### config.mk
export PLATFORM = sky130hd
export DESIGN_NAME = hamming_sec_codec
export DESIGN_NICKNAME = d
export VERILOG_FILES = /design/src/rtl/core/hsc_pkg.sv /design/src/rtl/core/hsc_cfg.sv /design/src/rtl/core/hsc_xform.sv /design/src/rtl/core/hamming_sec_codec.sv
export SDC_FILE = /design/constraint.sdc
export NUM_CORES = 1
export LEC_CHECK = 0
export BUFFER_PORTS_ARGS = -buffer_cell sky130_fd_sc_hd__buf_2
export CORE_ASPECT_RATIO = 0.9
export CORE_MARGIN = 4
export CORE_UTILIZATION = 39
export DETAILED_ROUTE_END_ITERATION = 8
export HOLD_SLACK_MARGIN = 0.03
export SLEW_MARGIN = 15
export SYNTH_ARGS = -nofsm -noshare
export SYNTH_HDL_FRONTEND = slang
export SYNTH_SLANG_ARGS = --single-unit
### constraint.sdc
create_clock -name aclk -period 6.4 [get_ports aclk]
set_input_delay 1.28 -clock aclk [delete_from_list [all_inputs] [get_ports aclk]]
set_output_delay 1.28 -clock aclk [all_outputs]
set_load 0.01 [all_outputs]
### src/rtl/core/hsc_pkg.sv
// ----------------------------------------------------------------------------
// hsc_pkg: shared types and constants of the Hamming codec
// Codeword geometry tables, register indexes, status codes and the
// structs that pass configuration and results between the modules.
// ----------------------------------------------------------------------------
package hsc_pkg;

    localparam int WORD_W = 63;
    localparam int POS_W  = 6;
    localparam int DATA_N = 57;
    localparam int PAR_N  = 6;

    // Register indexes on the configuration port
    localparam logic CFG_MODE      = 1'b0;
    localparam logic CFG_DATA_BITS = 1'b1;

    // Operating modes
    localparam logic MODE_ENCODE  = 1'b0;
    localparam logic MODE_CORRECT = 1'b1;

    // Result status codes
    localparam logic [1:0] ST_OK    = 2'd0;
    localparam logic [1:0] ST_CORR  = 2'd1;
    localparam logic [1:0] ST_RANGE = 2'd2;

    typedef logic [DATA_N-1:0][POS_W-1:0] idx_tab_t;
    typedef logic [PAR_N-1:0][POS_W-1:0]  par_tab_t;
    typedef logic [PAR_N-1:0][WORD_W-1:0] col_tab_t;

    typedef struct packed {
        logic             mode;
        logic [POS_W-1:0] cw_len;
    } cfg_t;

    typedef struct packed {
        logic [POS_W-1:0]  syndrome;
        logic [1:0]        status;
        logic [WORD_W-1:0] word;
    } res_t;

    // Bit index of each data bit inside the codeword (positions that are
    // not powers of two, taken in order).
    function automatic idx_tab_t build_data_idx();
        idx_tab_t tab;
        int       cnt;
        tab = '0;
        cnt = 0;
        for (int p = 1; p <= WORD_W; p++) begin
            if ((p & (p - 1)) != 0) begin
                tab[cnt] = POS_W'(p - 1);
                cnt++;
            end
        end
        return tab;
    endfunction

    function automatic par_tab_t build_par_idx();
        par_tab_t tab;
        for (int i = 0; i < PAR_N; i++) begin
            tab[i] = POS_W'((1 << i) - 1);
        end
        return tab;
    endfunction

    // Row i marks every position whose index has bit i set.
    function automatic col_tab_t build_col_mask();
        col_tab_t m;
        for (int i = 0; i < PAR_N; i++) begin
            for (int p = 1; p <= WORD_W; p++) begin
                m[i][p-1] = ((p >> i) & 1) != 0;
            end
        end
        return m;
    endfunction

    localparam idx_tab_t DATA_IDX = build_data_idx();
    localparam par_tab_t PAR_IDX  = build_par_idx();
    localparam col_tab_t COL_MASK = build_col_mask();

    // Codeword length for a given count of data bits.
    function automatic logic [POS_W-1:0] calc_cw_len(input logic [POS_W-1:0] d);
        logic [POS_W-1:0] n;
        if (d == 6'd0) begin
            n = 6'd0;
        end else if (d == 6'd1) begin
            n = 6'd3;
        end else if (d <= 6'd4) begin
            n = d + 6'd3;
        end else if (d <= 6'd11) begin
            n = d + 6'd4;
        end else if (d <= 6'd26) begin
            n = d + 6'd5;
        end else begin
            n = d + 6'd6;
        end
        return n;
    endfunction

endpackage

### src/rtl/core/hsc_cfg.sv
// ----------------------------------------------------------------------------
// hsc_cfg: configuration registers
// Holds the mode and the codeword length derived from the data length,
// which is saturated to the largest supported value when written.
// ----------------------------------------------------------------------------
module hsc_cfg #(
    parameter int MAX_DATA_BITS = 57
) (
    input  logic                      aclk,
    input  logic                      aresetn,
    input  logic                      cfg_we,
    input  logic                      cfg_addr,
    input  logic [hsc_pkg::POS_W-1:0] cfg_wdata,
    output hsc_pkg::cfg_t             cfg
);

    localparam logic [hsc_pkg::POS_W-1:0] MAX_D = hsc_pkg::POS_W'(MAX_DATA_BITS);
    localparam logic [hsc_pkg::POS_W-1:0] RESET_LEN = hsc_pkg::calc_cw_len(MAX_D);

    logic                      mode_reg;
    logic [hsc_pkg::POS_W-1:0] cw_len_reg;
    logic [hsc_pkg::POS_W-1:0] d_sat;

    assign d_sat = (cfg_wdata > MAX_D) ? MAX_D : cfg_wdata;

    always_ff @(posedge aclk) begin
        if (!aresetn) begin
            mode_reg   <= hsc_pkg::MODE_ENCODE;
            cw_len_reg <= RESET_LEN;
        end else if (cfg_we) begin
            unique case (cfg_addr)
                hsc_pkg::CFG_MODE:      mode_reg   <= cfg_wdata[0];
                hsc_pkg::CFG_DATA_BITS: cw_len_reg <= hsc_pkg::calc_cw_len(d_sat);
                default: ;
            endcase
        end
    end

    assign cfg.mode   = mode_reg;
    assign cfg.cw_len = cw_len_reg;

endmodule

### src/rtl/core/hsc_xform.sv
// ----------------------------------------------------------------------------
// hsc_xform: encode and correct datapath
// XOR trees that build the codeword, or compute the syndrome, repair one
// bit and strip the parity positions.
// ----------------------------------------------------------------------------
module hsc_xform #(
    parameter int MAX_DATA_BITS = 57
) (
    input  hsc_pkg::cfg_t                cfg,
    input  logic [hsc_pkg::WORD_W-1:0]   word,
    output hsc_pkg::res_t                res
);

    logic [hsc_pkg::WORD_W-1:0] pos_ok;
    logic [hsc_pkg::WORD_W-1:0] enc_data;
    logic [hsc_pkg::WORD_W-1:0] enc_word;
    logic [hsc_pkg::PAR_N-1:0]  enc_par;
    logic [hsc_pkg::WORD_W-1:0] cw_in;
    logic [hsc_pkg::POS_W-1:0]  syn;
    logic                       syn_in_range;
    logic [hsc_pkg::WORD_W-1:0] fixed;
    logic [hsc_pkg::WORD_W-1:0] dec_word;

    genvar j, i;

    // Only positions up to the codeword length take part.
    generate
        for (j = 0; j < hsc_pkg::WORD_W; j++) begin : g_pos
            assign pos_ok[j] = hsc_pkg::POS_W'(j + 1) <= cfg.cw_len;
            assign fixed[j]  = cw_in[j] ^
                               (syn_in_range && (syn == hsc_pkg::POS_W'(j + 1)));
        end
    endgenerate

    assign cw_in = word & pos_ok;

    always_comb begin
        enc_data = '0;
        dec_word = '0;
        for (int n = 0; n < MAX_DATA_BITS; n++) begin
            enc_data[hsc_pkg::DATA_IDX[n]] = word[n] & pos_ok[hsc_pkg::DATA_IDX[n]];
            dec_word[n] = fixed[hsc_pkg::DATA_IDX[n]];
        end
    end

    generate
        for (i = 0; i < hsc_pkg::PAR_N; i++) begin : g_par
            assign enc_par[i] = ^(enc_data & hsc_pkg::COL_MASK[i]);
            assign syn[i]     = ^(cw_in & hsc_pkg::COL_MASK[i]);
        end
    endgenerate

    always_comb begin
        enc_word = enc_data;
        for (int n = 0; n < hsc_pkg::PAR_N; n++) begin
            enc_word[hsc_pkg::PAR_IDX[n]] = enc_par[n] & pos_ok[hsc_pkg::PAR_IDX[n]];
        end
    end

    assign syn_in_range = (syn != '0) && (syn <= cfg.cw_len);

    always_comb begin
        if (cfg.mode == hsc_pkg::MODE_ENCODE) begin
            res.word     = enc_word;
            res.status   = hsc_pkg::ST_OK;
            res.syndrome = '0;
        end else begin
            res.word     = dec_word;
            res.syndrome = syn;
            if (syn == '0) begin
                res.status = hsc_pkg::ST_OK;
            end else if (syn_in_range) begin
                res.status = hsc_pkg::ST_CORR;
            end else begin
                res.status = hsc_pkg::ST_RANGE;
            end
        end
    end

endmodule

### src/rtl/core/hamming_sec_codec.sv
// ----------------------------------------------------------------------------
// hamming_sec_codec: Hamming single-error-correcting encoder and corrector
// Stream in, stream out; one word per beat, one result per word.
// ----------------------------------------------------------------------------
// Usage:
//   The slave channel takes one word per beat in s_tdata. In encode mode
//   the low data_bits bits are placed into a codeword; in correct mode the
//   word is read as a codeword, the syndrome is computed and the bit that
//   it names is flipped before the data bits are extracted.
//   The master channel returns word_out, status and syndrome per beat.
//   Registers are written through cfg_we/cfg_addr/cfg_wdata while idle:
//   index 0 is the mode, index 1 the data length.
//   m_tvalid rises when the result register takes the word's result: one
//   input register and one result register, with the XOR trees between
//   them. Throughput is one word per cycle while m_tready stays high;
//   the result register is the only limit and it reloads on the edge at
//   which its beat is taken.
//   Reset clears both valid flags and sets encode mode with 57 data bits
//   (limited to MAX_DATA_BITS). When the receiver holds m_tready low the
//   result is held, the input register fills, and then s_tready drops.
// ----------------------------------------------------------------------------
module hamming_sec_codec #(
    parameter int MAX_DATA_BITS = 57
) (
    input  logic        aclk,
    input  logic        aresetn,
    // configuration write port
    input  logic        cfg_we,
    input  logic        cfg_addr,
    input  logic [5:0]  cfg_wdata,
    // slave channel
    input  logic        s_tvalid,
    output logic        s_tready,
    input  logic [63:0] s_tdata,   // [62:0] word_in, [63] zero
    // master channel
    output logic        m_tvalid,
    input  logic        m_tready,
    output logic [71:0] m_tdata    // [62:0] word_out, [64:63] status,
                                   // [70:65] syndrome, [71] zero
);

    hsc_pkg::cfg_t cfg;
    hsc_pkg::res_t res;

    logic                        in_valid_reg;
    logic [hsc_pkg::WORD_W-1:0]  in_word_reg;
    logic                        out_valid_reg;
    hsc_pkg::res_t               out_res_reg;
    logic                        out_ready;
    logic                        load_out;

    hsc_cfg #(
        .MAX_DATA_BITS(MAX_DATA_BITS)
    ) u_cfg (
        .aclk     (aclk),
        .aresetn  (aresetn),
        .cfg_we   (cfg_we),
        .cfg_addr (cfg_addr),
        .cfg_wdata(cfg_wdata),
        .cfg      (cfg)
    );

    hsc_xform #(
        .MAX_DATA_BITS(MAX_DATA_BITS)
    ) u_xform (
        .cfg (cfg),
        .word(in_word_reg),
        .res (res)
    );

    assign out_ready = !out_valid_reg || m_tready;
    assign load_out  = in_valid_reg && out_ready;
    assign s_tready  = !in_valid_reg || out_ready;

    always_ff @(posedge aclk) begin
        if (!aresetn) begin
            in_valid_reg  <= 1'b0;
            out_valid_reg <= 1'b0;
        end else begin
            if (s_tready) begin
                in_valid_reg <= s_tvalid;
            end
            if (out_ready) begin
                out_valid_reg <= in_valid_reg;
            end
        end
    end

    always_ff @(posedge aclk) begin
        if (s_tvalid && s_tready) begin
            in_word_reg <= s_tdata[hsc_pkg::WORD_W-1:0];
        end
        if (load_out) begin
            out_res_reg <= res;
        end
    end

    assign m_tvalid = out_valid_reg;
    assign m_tdata  = {1'b0, out_res_reg};

    // A word waiting in the input register is never dropped while stalled.
    a_in_hold: assert property (@(posedge aclk) disable iff (!aresetn)
        in_valid_reg && !out_ready |=> in_valid_reg)
        else $error("input beat lost during stall");

    // Loading the result register always presents a beat.
    a_load_valid: assert property (@(posedge aclk) disable iff (!aresetn)
        load_out |=> m_tvalid)
        else $error("result loaded without valid");

    // Encode results carry no syndrome and no error status.
    a_enc_clean: assert property (@(posedge aclk) disable iff (!aresetn)
        load_out && (cfg.mode == hsc_pkg::MODE_ENCODE) |=>
        (out_res_reg.syndrome == '0) && (out_res_reg.status == hsc_pkg::ST_OK))
        else $error("encode result with syndrome or status");

    // An out-of-range status implies a syndrome beyond the codeword length.
    a_range: assert property (@(posedge aclk) disable iff (!aresetn)
        load_out && (res.status == hsc_pkg::ST_RANGE) |=>
        out_res_reg.syndrome > $past(cfg.cw_len))
        else $error("range status with syndrome inside codeword");

endmodule

Yosys cells after proc, flatten, opt, wreduce, memory -nomap -nowiden
Cells that the tools add are included.
Cells by class
  $add $sub $neg: 4
  order comparisons: 68
  equal/unequal tests: 58
  multiplexer cells: 8
  bitwise gates (word level): 123
  reductions and logical operators: 82
Operator list (count)
  63-bit parity: 12
  6-bit less-or-equal comparator (first input constant): 32
  6-bit == test (second input constant): 31
  5-bit by 6-bit less-or-equal comparator with 1-bit output (first input constant): 16
  6-bit by 5-bit == test with 1-bit output (second input constant): 15
  1-bit bitwise AND: 63
  63-bit bitwise AND: 1
  1-bit logical AND: 60
  57-bit 2-to-1 mux: 1
  1-bit XOR: 57
  4-bit by 6-bit less-or-equal comparator with 1-bit output (first input constant): 8
  6-bit by 4-bit == test with 1-bit output (second input constant): 7
  6-bit 2-to-1 mux: 6
  3-bit by 6-bit less-or-equal comparator with 1-bit output (first input constant): 4
  6-bit by 3-bit adder with 6-bit output (second input constant): 3
  6-bit by 3-bit == test with 1-bit output (second input constant): 3
  2-bit by 6-bit less-or-equal comparator with 1-bit output (first input constant): 2
  6-bit logical NOT: 2
  6-bit by 2-bit adder with 6-bit output (second input constant): 1
  6-bit by 1-bit == test with 1-bit output (second input constant): 1
  6-bit by 2-bit == test with 1-bit output (second input constant): 1
  6-bit > comparator (second input constant): 1
  1-bit by 6-bit less-or-equal comparator with 1-bit output (first input constant): 1
  6-bit by 3-bit less-or-equal comparator with 1-bit output (second input constant): 1
  10 further kinds: 14
Storage, ports and cells
  register bits after elaboration: 143
  input port bits: 76
  output and inout port bits: 74
  word-level logic and storage cells: 352

Longest topological paths before layout
  depth after elaboration: 8
  depth in mapped cells: 24
  gate-level depth less buffers: 18

By module
A second synthesis with hierarchy kept.
Unflattened totals
  cell total of the unflattened synthesis: 1106
  area, all modules: 11034.3 µm²
Modules (own cells, without submodules)
  hsc_xform: times used 1, cells each 863, area an instance 6182.2 µm², seq. area each 0.0 µm²
  hamming_sec_codec: times used 1, cells each 145, area an instance 4139.0 µm², seq. area each 4063.9 µm²
  hsc_cfg: times used 1, cells each 98, area an instance 713.2 µm², seq. area each 140.1 µm²

Worst setup path before layout
No wires, ideal clock.
  path kind: input to register
  from: input port m_tready
  to: register out_res_reg (netlist bit m_tdata[0]), enable pin
  setup time: 509 ps
  arrival time: 4513 ps
  required time: 5891 ps
  path slack: 1377 ps
  stages: 2
  path buffers: 0
  cells stage by stage: nor2b_1 nor2b_1
Between the ends
  longest elaborated chain between the ends: 2
Ends and longest elaborated chain
  start: declaration: RTL line hamming_sec_codec.sv:37  | input logic m_tready,
  1-bit logical OR: RTL line hamming_sec_codec.sv:71  | assign out_ready = !out_valid_reg || m_tready;
  1-bit logical AND: RTL line hamming_sec_codec.sv:72  | assign load_out = in_valid_reg && out_ready;
  via load_out: RTL line hamming_sec_codec.sv:50  | logic load_out;
  end signal: assignment: RTL line hamming_sec_codec.sv:94  | out_res_reg <= res;
  end: declaration: RTL line hamming_sec_codec.sv:48  | hsc_pkg::res_t out_res_reg;
The timed path passes the listed nets, and every way through them passes these cells.
A chain may end at the register's enable or synchronous reset.

==> run metrics <==
Chip Height 171 um; Initial Utilization 39.7%; final net count 1336; most used cell, CP buf_4; die area 32400 um^2; Worst Hold Class reg2reg; commonest cells in the netlist xnor2_1 (135), edfxtp_1 (134), nand2_1 (94); worst vdd ir 0.421 mV; CP arrival 6.16 ns; max-cap violations 0; largest net degree at the start of global routing 68; clk sinks 143; routability congestion estimate 0.996; ANT cells 0; FF-to-FF path depth 20; EDFF count, synth 134; critical-path cell list buf_4 -> and4_1 -> nand3_1 -> xnor2_1 -> xnor2_2 -> xnor2_2 -> xnor2_4 -> buf_4 -> xnor2_1 -> ha_1 -> a21oi_1 -> o31ai_1 -> a21boi_0 -> mux2i_1 -> a221oi_4 -> buf_12 -> buf_4 -> a2111oi_2 -> xor2_1 -> mux2i_1; CP Data Required Time 6.56 ns; Mapped Cells 1108; adder-cell share of the synthesized area 1.82%; Total Wirelength 40600 um; All-Layer GR Usage 24.7%; Main synth FF type edfxtp_1; Boundary Pins 150; crit path time final 6.00 ns; CP endpoint kind register; CP max-delay cell dfxtp_1; synthesis-stage register bit count 143; Final Hold Viols 0; Worst Setup EP m_tdata[49]$_DFFE_PP_; Vias 9606; port buffer count 147; main combinational cell family by area after synthesis compound AO/OA/AOI/OAI gates; crit-path max FO 28; initial antenna violation count 1; Layout area overhead 15.4%; Num CTS Buffers 17; worst-skew pair later-pin latency 0.45 ns; max frequency 0.167 GHz; core area 29000 um^2; sequential area share after synthesis 36.5%; HPWL Detailed 32300 um; vias in the first global route 9046; Post-synth ARST share 0%; RR Startpoint u_cfg.cw_len_reg[1]$_SDFFE_PN1P_; PD cells 483 nW/um^2; CP peak stage delay 0.69 ns; design area 13300 um^2; Worst R2R End m_tdata[49]$_DFFE_PP_; fin. max-slew vios 0; final antenna-violating net count 0; WS Path Type reg2reg; top cells by area, synth edfxtp_1 (35%), xnor2_1 (10%), xor2_1 (5.9%); Synth Area in Simple Gates 12.2%; multiplexer share of the synthesized area 3.67%; RSZ-0062 raised after global routing no; drt initial violations 1331; Final Skew 0.0114 ns; first-pass GRT wire length 58900 um; DRC 0; top-area cell type share of the netlist area 34.9%; postcts setup bufs 0; Die Width 189 um; DR WL/cell 24.6 um; CTS Hold Bufs 0; clk root buf clkbuf_16; crit share post-route 93.7%; placed cell area 12700 um^2; YS warnings 0; Clk pin slew, worst setup/hold paths 0.06 ns; setup tns final 0 ns; Slew headroom 23.1%; synthesized netlist net count 1200; TritonCTS clock tree yes; startpoint types register; post-cts resize count 0; crit path from u_cfg.cw_len_reg[1]$_SDFFE_PN1P_; share of layout cells above drive strength 1 25.1%; most numerous cell in the Yosys netlist xnor2_1; reg-to-reg slack, setup 0.40 ns; TritonRoute pass-1 iters 6; Overflow after GRT 0; Slew @ Worst Pin 1.14 ns; status complete, no violations; Rows 59; clk buf depth 2; Buf+Inv Stages, Crit Path 4; leak pwr 4.92 nW; number of flip-flops under the largest register name 71; Power Total 0.00643 W; Mapped Area 11500 um^2; XOR/XNOR Fraction of Synth Area 19.5%; Compound-Gate Fraction of Synth Area 21.1%; H-tree levels 4; Via density 5.81; Synth area leader edfxtp_1; hold_ws 0.528 ns; final setup vio count 0; Yosys cell types 92; delay-heaviest family, CP XOR/XNOR gates; Post-Syn Area per Cell 10.4 um^2; cell depth of the worst setup path 20
-- per-stage QoR --
step / utilization (%) / setup slack, ns / instances
6_report: 45.8 / 0.401 / 1653
5_1_grt: 45.8 / 0.226 / 1653
4_1_cts: 45.8 / 0.568 / 1653
3_5_place_dp: 43.7 / 0.595 / 1621
3_3_place_gp: 43.7 / 0.642 / 1621
2_1_floorplan: - / 1.38 / 1108
-- cells by family after synthesis --
family          Yosys count
compound gates          283
xor+xnor                232
fa+ha+maj                17
buf+inv                 100
flops                   143
mux                      39
other cells               1
simple gates            293
-- area by class of cell --
type | count | area, um^2
repair buffers | 199 | 1150
clock inverters | 13 | 188
fillers | 2767 | 15700
inverters | 18 | 67.6
well taps | 396 | 495
multi-input cells | 865 | 6750
clock buffers | 19 | 433
flip-flops and latches | 143 | 4210
-- cell usage in the layout (no fill, tap or decap), drive strengths merged, types with 5 or more instances in the layout --
cell | synthesis | layout
a211oi | 9 | 9
and3 | 12 | 12
nor2b | 5 | 5
buf | 58 | 199
a211o | 6 | 6
o21a | 6 | 6
o211a | 7 | 7
a2111oi | 39 | 39
a21o | 15 | 15
and2 | 15 | 15
clkinv | 0 | 5
a311o | 5 | 5
nand4 | 5 | 5
ha | 16 | 16
o21ai | 49 | 49
xnor2 | 145 | 145
o211ai | 18 | 18
mux2i | 36 | 36
a21oi | 53 | 53
dfxtp | 9 | 9
nand3 | 53 | 53
o31ai | 9 | 9
a31oi | 22 | 22
nand2 | 97 | 97
nand2b | 6 | 6
a221oi | 7 | 7
nor3 | 8 | 8
xnor3 | 7 | 7
or2 | 7 | 7
nor2 | 63 | 63
inv | 18 | 20
a31o | 7 | 7
nor3b | 6 | 6
clkbuf | 24 | 19
edfxtp | 134 | 134
xor2 | 79 | 79
-- routing by layer --
layer	GRT usage (%)	part of all wire [%]	vias up
met1	35.6	44	4640
met5	0	0.034	-
met4	7.38	2.6	2
met2	37.6	44	536
li1	-	-	4359
met3	5.18	10	69
-- worst min path at each step --
stage / startpoint / endpoint / slack, ns / cells past startpoint
5_1_grt: in_valid_reg$_SDFFE_PN0N_ / m_tvalid$_SDFFE_PN0P_ / 0.58 / 1
3_3_place_gp: in_valid_reg$_SDFFE_PN0N_ / m_tvalid$_SDFFE_PN0P_ / 0.50 / 1
3_5_place_dp: in_valid_reg$_SDFFE_PN0N_ / m_tvalid$_SDFFE_PN0P_ / 0.52 / 1
2_1_floorplan: in_valid_reg$_SDFFE_PN0N_ / m_tvalid$_SDFFE_PN0P_ / 0.48 / 1
6_report: in_valid_reg$_SDFFE_PN0N_ / m_tvalid$_SDFFE_PN0P_ / 0.53 / 1
4_1_cts: in_valid_reg$_SDFFE_PN0N_ / m_tvalid$_SDFFE_PN0P_ / 0.53 / 1
-- worst register-to-register path, stage by stage, from the launching register on --
cell and delay (ns):
dfxtp_1 0.69, buf_4 0.27, and4_1 0.46, nand3_1 0.37
xnor2_1 0.28, xnor2_2 0.37, xnor2_2 0.18, xnor2_4 0.18
buf_4 0.21, xnor2_1 0.27, ha_1 0.30, a21oi_1 0.21
o31ai_1 0.12, a21boi_0 0.15, mux2i_1 0.26, a221oi_4 0.13
buf_12 0.20, buf_4 0.22, a2111oi_2 0.55, xor2_1 0.21
mux2i_1 0.10
-- where the power goes --
part | leakage [nW] | switching [W] | internal (W) | total [W]
Clock | 0.296 | 0.000407 | 0.000653 | 0.00106
Sequential | 1.36 | 0.0000633 | 0.00115 | 0.00121
Combinational | 3.27 | 0.00281 | 0.00134 | 0.00415
Total | 4.92 | 0.00328 | 0.00314 | 0.00643
Note: power is estimated with default switching activity, not from simulation.
